File: config.mk
export PLATFORM = sky130hd
export DESIGN_NAME = heater_pid_with_bang_band
export DESIGN_NICKNAME = d
export VERILOG_FILES = /design/src/design/hpb_pkg.sv /design/src/design/hpb_serial_mac.sv /design/src/design/heater_pid_with_bang_band.sv
export SDC_FILE = /design/constraint.sdc
export NUM_CORES = 1
export LEC_CHECK = 0
export BUFFER_PORTS_ARGS = -buffer_cell sky130_fd_sc_hd__buf_2
export CAP_MARGIN = 10
export CORE_AREA = 8 8 279 281
export CTS_CLUSTER_DIAMETER = 60
export DETAILED_ROUTE_END_ITERATION = 10
export DIE_AREA = 0 0 287 289
export PLACE_DENSITY_LB_ADDON = 0.3
export RECOVER_POWER = 25
export SLEW_MARGIN = 25
export SYNTH_ARGS = -nofsm -noshare
export SYNTH_HDL_FRONTEND = slang
export SYNTH_SLANG_ARGS = --single-unit
File: constraint.sdc
create_clock -name clk -period 5 [get_ports clk]
set_input_delay 0.75 -clock clk [delete_from_list [all_inputs] [get_ports clk]]
set_output_delay 0.75 -clock clk [all_outputs]
set_load 0.02 [all_outputs]
File: src/design/hpb_pkg.sv
// ----------------------------------------------------------------------------
// Heater controller package
// Widths, codes, reset values and shared types of the heater PID block.
// ----------------------------------------------------------------------------
package hpb_pkg;

	localparam int MeasW     = 13;  // measured temperature, 1/16 degree
	localparam int TgtW      = 9;   // target temperature, whole degrees
	localparam int ErrW      = 14;  // signed error and measurement step
	localparam int GainW     = 24;  // Q12.12 gains
	localparam int ByteW     = 8;   // byte-wide registers and drive
	localparam int FracW     = 8;   // smoothing weight in 1/256
	localparam int DriveFrac = 16;  // drive sums are Q.16
	localparam int SumW      = 32;  // integrator and filtered derivative
	localparam int AccW      = 58;  // serial accumulator
	localparam int MultW     = 24;  // serial multiplier operand
	localparam int CntW      = 5;   // serial bit counter
	localparam int CfgIdxW   = 3;
	localparam int InDataW   = 24;
	localparam int OutDataW  = 8;
	localparam int RegionW   = 3;

	localparam logic [ByteW-1:0] SmoothRst = 8'd243;
	localparam logic [ByteW-1:0] BandRst   = 8'd10;
	localparam logic [ByteW-1:0] BangRst   = 8'd255;
	localparam logic [ByteW-1:0] CeilRst   = 8'd255;

	localparam logic [CfgIdxW-1:0] CFG_GAIN_PROP  = 3'd0;
	localparam logic [CfgIdxW-1:0] CFG_GAIN_INTEG = 3'd1;
	localparam logic [CfgIdxW-1:0] CFG_GAIN_DERIV = 3'd2;
	localparam logic [CfgIdxW-1:0] CFG_SMOOTH     = 3'd3;
	localparam logic [CfgIdxW-1:0] CFG_BAND       = 3'd4;
	localparam logic [CfgIdxW-1:0] CFG_BANG       = 3'd5;
	localparam logic [CfgIdxW-1:0] CFG_CEILING    = 3'd6;

	typedef enum logic [RegionW-1:0] {
		REGION_BANG     = 3'd0,
		REGION_OFF      = 3'd1,
		REGION_PID      = 3'd2,
		REGION_CLAMP_HI = 3'd3,
		REGION_CLAMP_LO = 3'd4
	} region_t;

	typedef enum logic [3:0] {
		ST_IDLE,
		ST_KD,
		ST_WS,
		ST_SF,
		ST_FILT,
		ST_KP,
		ST_KI,
		ST_FD,
		ST_CLAMP,
		ST_OUT
	} seq_state_t;

	// One command to the serial multiply-accumulate unit.
	typedef struct packed {
		logic            start;
		logic            clear;
		logic            msb_neg;
		logic [CntW-1:0] nbits;
	} mac_cmd_t;

endpackage

File: src/design/hpb_serial_mac.sv
// ----------------------------------------------------------------------------
// Bit-serial multiply-accumulate
// Adds mcand * mult into the accumulator, one multiplier bit per cycle.
// ----------------------------------------------------------------------------
module hpb_serial_mac import hpb_pkg::*; (
	input  logic                   clk,
	input  logic                   arst_n,
	input  mac_cmd_t               cmd,
	input  logic signed [AccW-1:0] mcand,
	input  logic [MultW-1:0]       mult,
	output logic signed [AccW-1:0] acc,
	output logic                   busy
);

	logic signed [AccW-1:0] mcand_q;
	logic signed [AccW-1:0] acc_q;
	logic [MultW-1:0]       mult_q;
	logic [CntW-1:0]        cnt_q;
	logic                   neg_q;
	logic                   run_q;

	logic                   last;
	logic                   sub;
	logic [AccW-1:0]        addend;
	logic [AccW-1:0]        sum;

	// The top multiplier bit carries negative weight for signed multipliers.
	always_comb begin
		last   = (cnt_q == CntW'(1));
		sub    = last & neg_q;
		addend = mult_q[0] ? (sub ? ~mcand_q : mcand_q) : '0;
		sum    = acc_q + addend + AccW'(mult_q[0] & sub);
	end

	always_ff @(posedge clk or negedge arst_n) begin
		if (!arst_n) begin
			run_q <= 1'b0;
			cnt_q <= '0;
		end else if (cmd.start) begin
			run_q <= 1'b1;
			cnt_q <= cmd.nbits;
		end else if (run_q) begin
			cnt_q <= cnt_q - CntW'(1);
			if (last) begin
				run_q <= 1'b0;
			end
		end
	end

	always_ff @(posedge clk) begin
		if (cmd.start) begin
			mcand_q <= mcand;
			mult_q  <= mult;
			neg_q   <= cmd.msb_neg;
			if (cmd.clear) begin
				acc_q <= '0;
			end
		end else if (run_q) begin
			acc_q   <= sum;
			mcand_q <= mcand_q <<< 1;
			mult_q  <= mult_q >> 1;
		end
	end

	assign acc  = acc_q;
	assign busy = run_q;

endmodule

File: src/design/heater_pid_with_bang_band.sv
// ----------------------------------------------------------------------------
// Heater PID controller with bang-bang band
// Each input item carries a measured temperature (1/16 degree, tdata bits
// 12:0) and a target (whole degrees, bits 21:13, zero turns the heater off);
// each produces exactly one result item: a drive level on tdata and a region
// code on tuser (bang full, off, regulating, clamped high, clamped low). The
// derivative-on-measurement term is low-pass filtered on every item. Far
// below target the drive is the bang level, far above or with a zero target
// it is off, and both mark the integrator for clearing; inside the band a
// PID sum is clamped to 0..drive_ceiling with conditional un-integration.
// All products go through one bit-serial multiply-accumulate unit, one
// multiplier bit per cycle; the multiplier bit count of each step is 14
// for the measurement step, 9 and 8 for the filter weights, 14 for the
// error, 24 for the integral gain and 1 for the filtered derivative, and
// an item outside the band skips the last three steps. One item is in
// work at a time; a finished result sits in the output register while the
// next item is accepted. Configuration writes are always taken (cfg_ready
// is tied high) and must only be issued while idle.
// ----------------------------------------------------------------------------
module heater_pid_with_bang_band import hpb_pkg::*; (
	input  logic                 clk,
	input  logic                 arst_n,
	// configuration write channel
	input  logic                 cfg_valid,
	output logic                 cfg_ready,
	input  logic [CfgIdxW-1:0]   cfg_index,
	input  logic [GainW-1:0]     cfg_data,
	// input items
	input  logic                 s_axis_tvalid,
	output logic                 s_axis_tready,
	input  logic [InDataW-1:0]   s_axis_tdata,   // [12:0] measured_temp, [21:13] target_temp
	// result items
	output logic                 m_axis_tvalid,
	input  logic                 m_axis_tready,
	output logic [OutDataW-1:0]  m_axis_tdata,   // [7:0] drive
	output logic [RegionW-1:0]   m_axis_tuser    // [2:0] region
);

	localparam int WideW = AccW - FracW;

	// Saturate a 33-bit integrator sum to 32 bits.
	function automatic logic [SumW-1:0] sat_sum(input logic [SumW:0] v);
		if (v[SumW] == v[SumW-1]) begin
			return v[SumW-1:0];
		end else if (v[SumW]) begin
			return {1'b1, {(SumW-1){1'b0}}};
		end else begin
			return {1'b0, {(SumW-1){1'b1}}};
		end
	endfunction

	// Saturate the shifted filter accumulator to 32 bits.
	function automatic logic [SumW-1:0] sat_wide(input logic [WideW-1:0] v);
		logic [WideW-SumW:0] hi;
		hi = v[WideW-1:SumW-1];
		if ((&hi) || !(|hi)) begin
			return v[SumW-1:0];
		end else if (v[WideW-1]) begin
			return {1'b1, {(SumW-1){1'b0}}};
		end else begin
			return {1'b0, {(SumW-1){1'b1}}};
		end
	endfunction

	// configuration registers
	logic [GainW-1:0]  kp_q, ki_q, kd_q;
	logic [ByteW-1:0]  smooth_q, band_q, bang_q, ceil_q;

	// controller state
	logic [SumW-1:0]   es_q;
	logic [MeasW-1:0]  prev_q;
	logic [SumW-1:0]   fd_q;
	logic              pend_q;

	// per-item working registers
	logic [MeasW-1:0]  meas_q;
	logic [ErrW-1:0]   err_q;
	logic              tgt_zero_q;
	logic [ByteW-1:0]  res_drive_q;
	region_t           res_region_q;

	// result register
	logic              out_valid_q;
	logic [ByteW-1:0]  out_drive_q;
	region_t           out_region_q;

	seq_state_t        state_q, state_d;

	// serial unit
	mac_cmd_t               mac_cmd;
	logic signed [AccW-1:0] mac_mcand;
	logic [MultW-1:0]       mac_mult;
	logic signed [AccW-1:0] mac_acc;
	logic                   mac_busy;

	// datapath
	logic              in_accept;
	logic [MeasW-1:0]  in_meas;
	logic [TgtW-1:0]   in_tgt;
	logic [ErrW-1:0]   in_diff;
	logic [ErrW-1:0]   in_err;
	logic [FracW:0]    weight;
	logic [AccW-1:0]   round_acc;
	logic [SumW-1:0]   fd_next;
	logic [ErrW+1:0]   err_w, band_w, err_plus_band;
	logic              is_bang, is_off;
	logic [SumW:0]     err_ext, es_base;
	logic [SumW-1:0]   es_add, es_sub;
	logic [AccW-1:0]   top_w;
	logic              u_high, u_low;
	logic              out_load;

	assign cfg_ready = 1'b1;

	hpb_serial_mac u_mac (
		.clk    (clk),
		.arst_n (arst_n),
		.cmd    (mac_cmd),
		.mcand  (mac_mcand),
		.mult   (mac_mult),
		.acc    (mac_acc),
		.busy   (mac_busy)
	);

	// ---- input decode and per-item arithmetic ----
	always_comb begin
		in_accept = s_axis_tvalid && s_axis_tready;
		in_meas   = s_axis_tdata[MeasW-1:0];
		in_tgt    = s_axis_tdata[MeasW+TgtW-1:MeasW];
		in_diff   = {1'b0, in_meas} - {1'b0, prev_q};
		in_err    = {1'b0, in_tgt, 4'b0000} - {1'b0, in_meas};
		weight    = {1'b1, {FracW{1'b0}}} - {1'b0, smooth_q};

		// filter: floor((acc + 128) / 256), then saturate
		round_acc = mac_acc + AccW'(1 << (FracW-1));
		fd_next   = sat_wide(round_acc[AccW-1:FracW]);

		// band test on the error
		err_w         = {{2{err_q[ErrW-1]}}, err_q};
		band_w        = {4'b0000, band_q, 4'b0000};
		err_plus_band = err_w + band_w;
		is_bang       = $signed(err_w) > $signed(band_w);
		is_off        = err_plus_band[ErrW+1] || tgt_zero_q;

		// integrator add and un-integration, saturating
		err_ext = {{(SumW+1-ErrW){err_q[ErrW-1]}}, err_q};
		es_base = pend_q ? '0 : {es_q[SumW-1], es_q};
		es_add  = sat_sum(es_base + err_ext);
		es_sub  = sat_sum({es_q[SumW-1], es_q} - err_ext);

		// clamp against 0 and ceiling in Q.16
		top_w  = {{(AccW-ByteW-DriveFrac){1'b0}}, ceil_q, {DriveFrac{1'b0}}};
		u_high = mac_acc > $signed(top_w);
		u_low  = mac_acc[AccW-1];

		out_load = (state_q == ST_OUT) && (!out_valid_q || m_axis_tready);
	end

	// ---- sequencer: next state ----
	always_comb begin
		state_d = state_q;
		case (state_q)
			ST_IDLE:  if (in_accept) state_d = ST_KD;
			ST_KD:    if (!mac_busy) state_d = ST_WS;
			ST_WS:    if (!mac_busy) state_d = ST_SF;
			ST_SF:    if (!mac_busy) state_d = ST_FILT;
			ST_FILT:  state_d = (is_bang || is_off) ? ST_OUT : ST_KP;
			ST_KP:    if (!mac_busy) state_d = ST_KI;
			ST_KI:    if (!mac_busy) state_d = ST_FD;
			ST_FD:    if (!mac_busy) state_d = ST_CLAMP;
			ST_CLAMP: state_d = ST_OUT;
			ST_OUT:   if (out_load) state_d = ST_IDLE;
			default:  state_d = ST_IDLE;
		endcase
	end

	// ---- sequencer: outputs (serial unit commands) ----
	always_comb begin
		s_axis_tready = (state_q == ST_IDLE);
		mac_cmd       = '0;
		mac_mcand     = '0;
		mac_mult      = '0;
		case (state_q)
			ST_IDLE: begin
				// Kd * step of the measurement
				if (in_accept) begin
					mac_cmd   = '{start: 1'b1, clear: 1'b1, msb_neg: 1'b1, nbits: CntW'(ErrW)};
					mac_mcand = {{(AccW-GainW){1'b0}}, kd_q};
					mac_mult  = {{(MultW-ErrW){in_diff[ErrW-1]}}, in_diff};
				end
			end
			ST_KD: begin
				// (256 - s) * (Kd * d)
				if (!mac_busy) begin
					mac_cmd   = '{start: 1'b1, clear: 1'b1, msb_neg: 1'b0, nbits: CntW'(FracW+1)};
					mac_mcand = mac_acc;
					mac_mult  = {{(MultW-FracW-1){1'b0}}, weight};
				end
			end
			ST_WS: begin
				// + s * old filtered derivative
				if (!mac_busy) begin
					mac_cmd   = '{start: 1'b1, clear: 1'b0, msb_neg: 1'b0, nbits: CntW'(FracW)};
					mac_mcand = {{(AccW-SumW){fd_q[SumW-1]}}, fd_q};
					mac_mult  = {{(MultW-FracW){1'b0}}, smooth_q};
				end
			end
			ST_FILT: begin
				// Kp * error, only when regulating
				if (!(is_bang || is_off)) begin
					mac_cmd   = '{start: 1'b1, clear: 1'b1, msb_neg: 1'b1, nbits: CntW'(ErrW)};
					mac_mcand = {{(AccW-GainW){1'b0}}, kp_q};
					mac_mult  = {{(MultW-ErrW){err_q[ErrW-1]}}, err_q};
				end
			end
			ST_KP: begin
				// + Ki * integrator
				if (!mac_busy) begin
					mac_cmd   = '{start: 1'b1, clear: 1'b0, msb_neg: 1'b0, nbits: CntW'(GainW)};
					mac_mcand = {{(AccW-SumW){es_q[SumW-1]}}, es_q};
					mac_mult  = ki_q;
				end
			end
			ST_KI: begin
				// - filtered derivative: a one-bit signed multiply by -1
				if (!mac_busy) begin
					mac_cmd   = '{start: 1'b1, clear: 1'b0, msb_neg: 1'b1, nbits: CntW'(1)};
					mac_mcand = {{(AccW-SumW){fd_q[SumW-1]}}, fd_q};
					mac_mult  = MultW'(1);
				end
			end
			default: begin
			end
		endcase
	end

	// ---- control registers ----
	always_ff @(posedge clk or negedge arst_n) begin
		if (!arst_n) begin
			state_q     <= ST_IDLE;
			out_valid_q <= 1'b0;
			kp_q        <= '0;
			ki_q        <= '0;
			kd_q        <= '0;
			smooth_q    <= SmoothRst;
			band_q      <= BandRst;
			bang_q      <= BangRst;
			ceil_q      <= CeilRst;
			es_q        <= '0;
			prev_q      <= '0;
			fd_q        <= '0;
			pend_q      <= 1'b0;
		end else begin
			state_q <= state_d;

			if (out_load) begin
				out_valid_q <= 1'b1;
			end else if (m_axis_tready) begin
				out_valid_q <= 1'b0;
			end

			if (cfg_valid && cfg_ready) begin
				case (cfg_index)
					CFG_GAIN_PROP:  kp_q     <= cfg_data;
					CFG_GAIN_INTEG: ki_q     <= cfg_data;
					CFG_GAIN_DERIV: kd_q     <= cfg_data;
					CFG_SMOOTH:     smooth_q <= cfg_data[ByteW-1:0];
					CFG_BAND:       band_q   <= cfg_data[ByteW-1:0];
					CFG_BANG:       bang_q   <= cfg_data[ByteW-1:0];
					CFG_CEILING:    ceil_q   <= cfg_data[ByteW-1:0];
					default: begin
					end
				endcase
			end

			if (state_q == ST_FILT) begin
				fd_q   <= fd_next;
				prev_q <= meas_q;
				if (is_bang || is_off) begin
					pend_q <= 1'b1;
				end else begin
					// drop a pending clear and integrate
					pend_q <= 1'b0;
					es_q   <= es_add;
				end
			end

			// back off the integrator when the clamp works against the error
			if (state_q == ST_CLAMP) begin
				if ((u_high && !err_q[ErrW-1] && (err_q != '0)) ||
				    (!u_high && u_low && err_q[ErrW-1])) begin
					es_q <= es_sub;
				end
			end
		end
	end

	// ---- payload registers ----
	always_ff @(posedge clk) begin
		if (in_accept) begin
			meas_q     <= in_meas;
			err_q      <= in_err;
			tgt_zero_q <= (in_tgt == '0);
		end

		if (state_q == ST_FILT) begin
			if (is_bang) begin
				res_drive_q  <= bang_q;
				res_region_q <= REGION_BANG;
			end else if (is_off) begin
				res_drive_q  <= '0;
				res_region_q <= REGION_OFF;
			end
		end

		if (state_q == ST_CLAMP) begin
			if (u_high) begin
				res_drive_q  <= ceil_q;
				res_region_q <= REGION_CLAMP_HI;
			end else if (u_low) begin
				res_drive_q  <= '0;
				res_region_q <= REGION_CLAMP_LO;
			end else begin
				res_drive_q  <= mac_acc[DriveFrac+ByteW-1:DriveFrac];
				res_region_q <= REGION_PID;
			end
		end

		if (out_load) begin
			out_drive_q  <= res_drive_q;
			out_region_q <= res_region_q;
		end
	end

	assign m_axis_tvalid = out_valid_q;
	assign m_axis_tdata  = out_drive_q;
	assign m_axis_tuser  = out_region_q;

endmodule

==> impl_metrics.tcl <==
set metrics [dict create \
    outcome "complete, but fails checks" \
    violations "max-capacitance violations, max-slew violations" \
    dieHeight_um 289 \
    fin_crit_ns 4.66 \
    final_cell_mix "nand2_1, nor2_1, edfxtp_1, a21oi_1, ha_1" \
    grt.overflow.total 0 \
    wl_per_cell_um 20.8 \
    synth_edf_count 190 \
    maxCapViolCount 4 \
    viasPerCell 5.80 \
    postRouteAntennaNets 0 \
    mostFrequentLayoutCell "nand2_1" \
    grt_pass1_vias 22479 \
    hp-class "in -> reg" \
    setup_tns_ns 0 \
    dieWidth_um 287 \
    ioPinCount 70 \
    die_area_um2 82900 \
    p_total_w 0.0182 \
    syn_inst 2999 \
    clk_pin_slew_ns 0.06 \
    p_per_area_nw_per_um2 594 \
    antenna_cells 0 \
    period_share_pct 93.2 \
    irDropWorstVdd_v 0.000332 \
    required_ns 5.32 \
    crit_fanout 21 \
    setup_viol 0 \
    clock_latency_ns 0.61 \
    syn_avg_cell_area_um2 9.18 \
    ys_warn_count 0 \
    power.leakage_nw 12.4 \
    cts_buffer_depth 3 \
    grt_pass1_wl_um 131000 \
    crit_type "reg -> reg" \
    synth_seq_cells 383 \
    syn-num-nets 3231 \
    cts_buffers 45 \
    drt-total-wl_um 83800 \
    final-hold-violation-count 0 \
    port_buffers 66 \
    synth_cell_types 99 \
    drt_iter0_drc 2094 \
    antenna_found_initial 1 \
    initial_core_util_pct 37.4 \
    synthFlopType "edfxtp_1" \
    cp.arrival_ns 4.97 \
    gr-usage-met2_pct 30.8 \
    tightest_slew_ns 2.62 \
    drive_gt1_share_pct 13.1 \
    nNetsFinal 3257 \
    grt_max_degree 118 \
    critPathCaptureType "register" \
    gp_congestion 0.902 \
    async_flop_share_pct 50.4 \
    grtUsageMet3_pct 3.13 \
    area_delta_synth_final_pct 11.1 \
    vias 23398 \
    met1_usage_pct 27.6 \
    htree_levels 2 \
    cts_tree "done" \
    rows 100 \
    synth-seq-area-share_pct 38.4 \
    hpwl_um 60300 \
    drcViolationCount 0 \
    core_area_um2 73600 \
    track_usage_pct 19.7 \
    clock_skew_ns 0.0262 \
    start_kind "register" \
    relSlewSlack_pct -74.7 \
    syn_area_um2 27500 \
    grt_busiest_layer "met2" \
    timing.hold.ws_ns 0.416 \
    cts-root-buf "clkbuf_16" \
    fmax_mhz 215 \
    first_pass_iters 5 \
    grt_setup_unrepaired "no" \
    utilization_pct 41.6 \
    clock_sinks 383 \
    slew_viol_final 200 \
]
path summary, 6_finish.rpt:
path                                             from                          end  slack [ns]  cells after the start
max in group asynchronous                      arst_n          kd_q[7]$_DFFE_PN0P_        1.24                      2
hold reg to reg              res_drive_q[3]$_DFFE_PP_    m_axis_tdata[3]$_DFFE_PP_        0.42                      0
setup reg to reg           u_mac.cnt_q[1]$_DFFE_PN0P_  u_mac.acc[57]$_SDFFCE_PP0P_        0.34                     17
min in group asynchronous                      arst_n       prev_q[10]$_DFFE_PN0P_        0.91                      1
setup / recovery           u_mac.cnt_q[1]$_DFFE_PN0P_  u_mac.acc[57]$_SDFFCE_PP0P_        0.34                     17
hold / removal                        s_axis_tdata[0]          meas_q[0]$_DFFE_PP_        0.42                      1
through the flow:
step	cells	worst slack [ns]	area, µm²
after floorplan	2999	0.258	27500
after global placement	3946	0.227	29100
after detailed placement	3946	0.186	29100
after CTS	4030	0.170	30600
after global routing	4031	0.0393	30600
final	4031	0.342	30600
layer usage:
metal / routed length, µm / vias up
met5: 0 / -
met1: 38800 / 11379
li1: - / 11138
met3: 4960 / 137
met2: 37300 / 744
met4: 2740 / 0
registers in the layout (all words and copies together), names as in the netlist, 24 cells and up:
signal / count
ki_q: 24
es_q: 32
kd_q: 24
u_mac.mcand_q: 58
u_mac.mult_q: 24
u_mac.acc: 58
kp_q: 24
fd_q: 32
critical path, stage by stage (launching register included):
cell      delay, ns
dfrtp_1        0.38
inv_1          0.10
ha_1           0.14
nor4b_1        0.25
buf_4          0.24
nand2_8        0.14
buf_12         0.23
xnor2_1        0.13
and2_1         0.16
ha_1           0.38
nand3_1        0.14
or4_1          0.57
a2111o_1       0.48
a31oi_2        0.28
o21ai_2        0.18
o41ai_2        0.35
xnor2_1        0.15
nor2_1         0.05
power by group:
| group | switching, W | internal [W] |
|---|---|---|
| Sequential | 0.00126 | 0.00492 |
| Clock | 0.00145 | 0.00181 |
| Combinational | 0.00524 | 0.00349 |
| Total | 0.00795 | 0.0102 |
Yosys cell counts (8+ instances only):
cell type,count,share of area [%]
or3_1,24,0.55
buf_2,15,0.27
a31oi_1,58,1.3
xor2_1,58,1.8
a21oi_1,178,3.2
o21a_1,26,0.71
nor3b_1,17,0.46
inv_1,104,1.4
and4_1,9,0.29
dfstp_2,24,2.3
xnor2_1,142,4.5
o21bai_1,21,0.57
a211oi_1,32,0.87
edfxtp_1,190,21
buf_1,8,0.11
nand3_1,82,1.5
nor2b_1,47,1.1
a21o_1,69,1.9
a32oi_1,33,1.1
a21boi_0,11,0.30
a221o_1,12,0.44
nand2b_1,22,0.50
o2111ai_1,10,0.32
nand4_1,43,0.98
ha_1,172,7.8
a41oi_1,25,0.80
o21ai_1,10,0.18
o21ai_2,21,0.67
and3_1,22,0.50
clkbuf_1,127,1.7
and2_1,79,1.8
o21ai_0,144,2.6
mux2_2,99,4.1
a211o_1,9,0.29
nor2_1,253,3.5
a221oi_1,9,0.29
nor3_1,58,1.1
o211ai_1,49,1.3
nand2_1,302,4.1
a22oi_1,55,1.5
dfrtp_1,169,15
nor4_1,23,0.52
cell families (layout without fill, tap and decap cells):
logic type                 Yosys count  in the layout  share of synthesized area (%)
buffers and inverters              266            329                           3.88
AOI/OAI and AO/OA                  840            840                           20.6
xor gates and xnor gates           200            200                           6.37
and+or+nand+nor                   1027           1027                           18.3
DFF                                383            383                           38.4
adders and majority gates          176            176                           8.11
other                                1              1                         0.0136
muxes                              106            106                           4.31
timing repair:
action / CTS / global route
gates resized for setup: 0 / 6
hold buffers: 0 / 0
setup endpoints to repair: 0 / 8
setup buffers: 0 / 0
cell type report:
type                    count  area [µm²]
clock buffers              57        1260
flip-flops and latches    383       10600
clock inverters            27         185
repair buffers            140         922
inverters                 105         399
well taps                 969        1210
multi-input cells        2350       16000
fillers                  7284       43000
No activity file was read; power rests on OpenSTA's default activity.
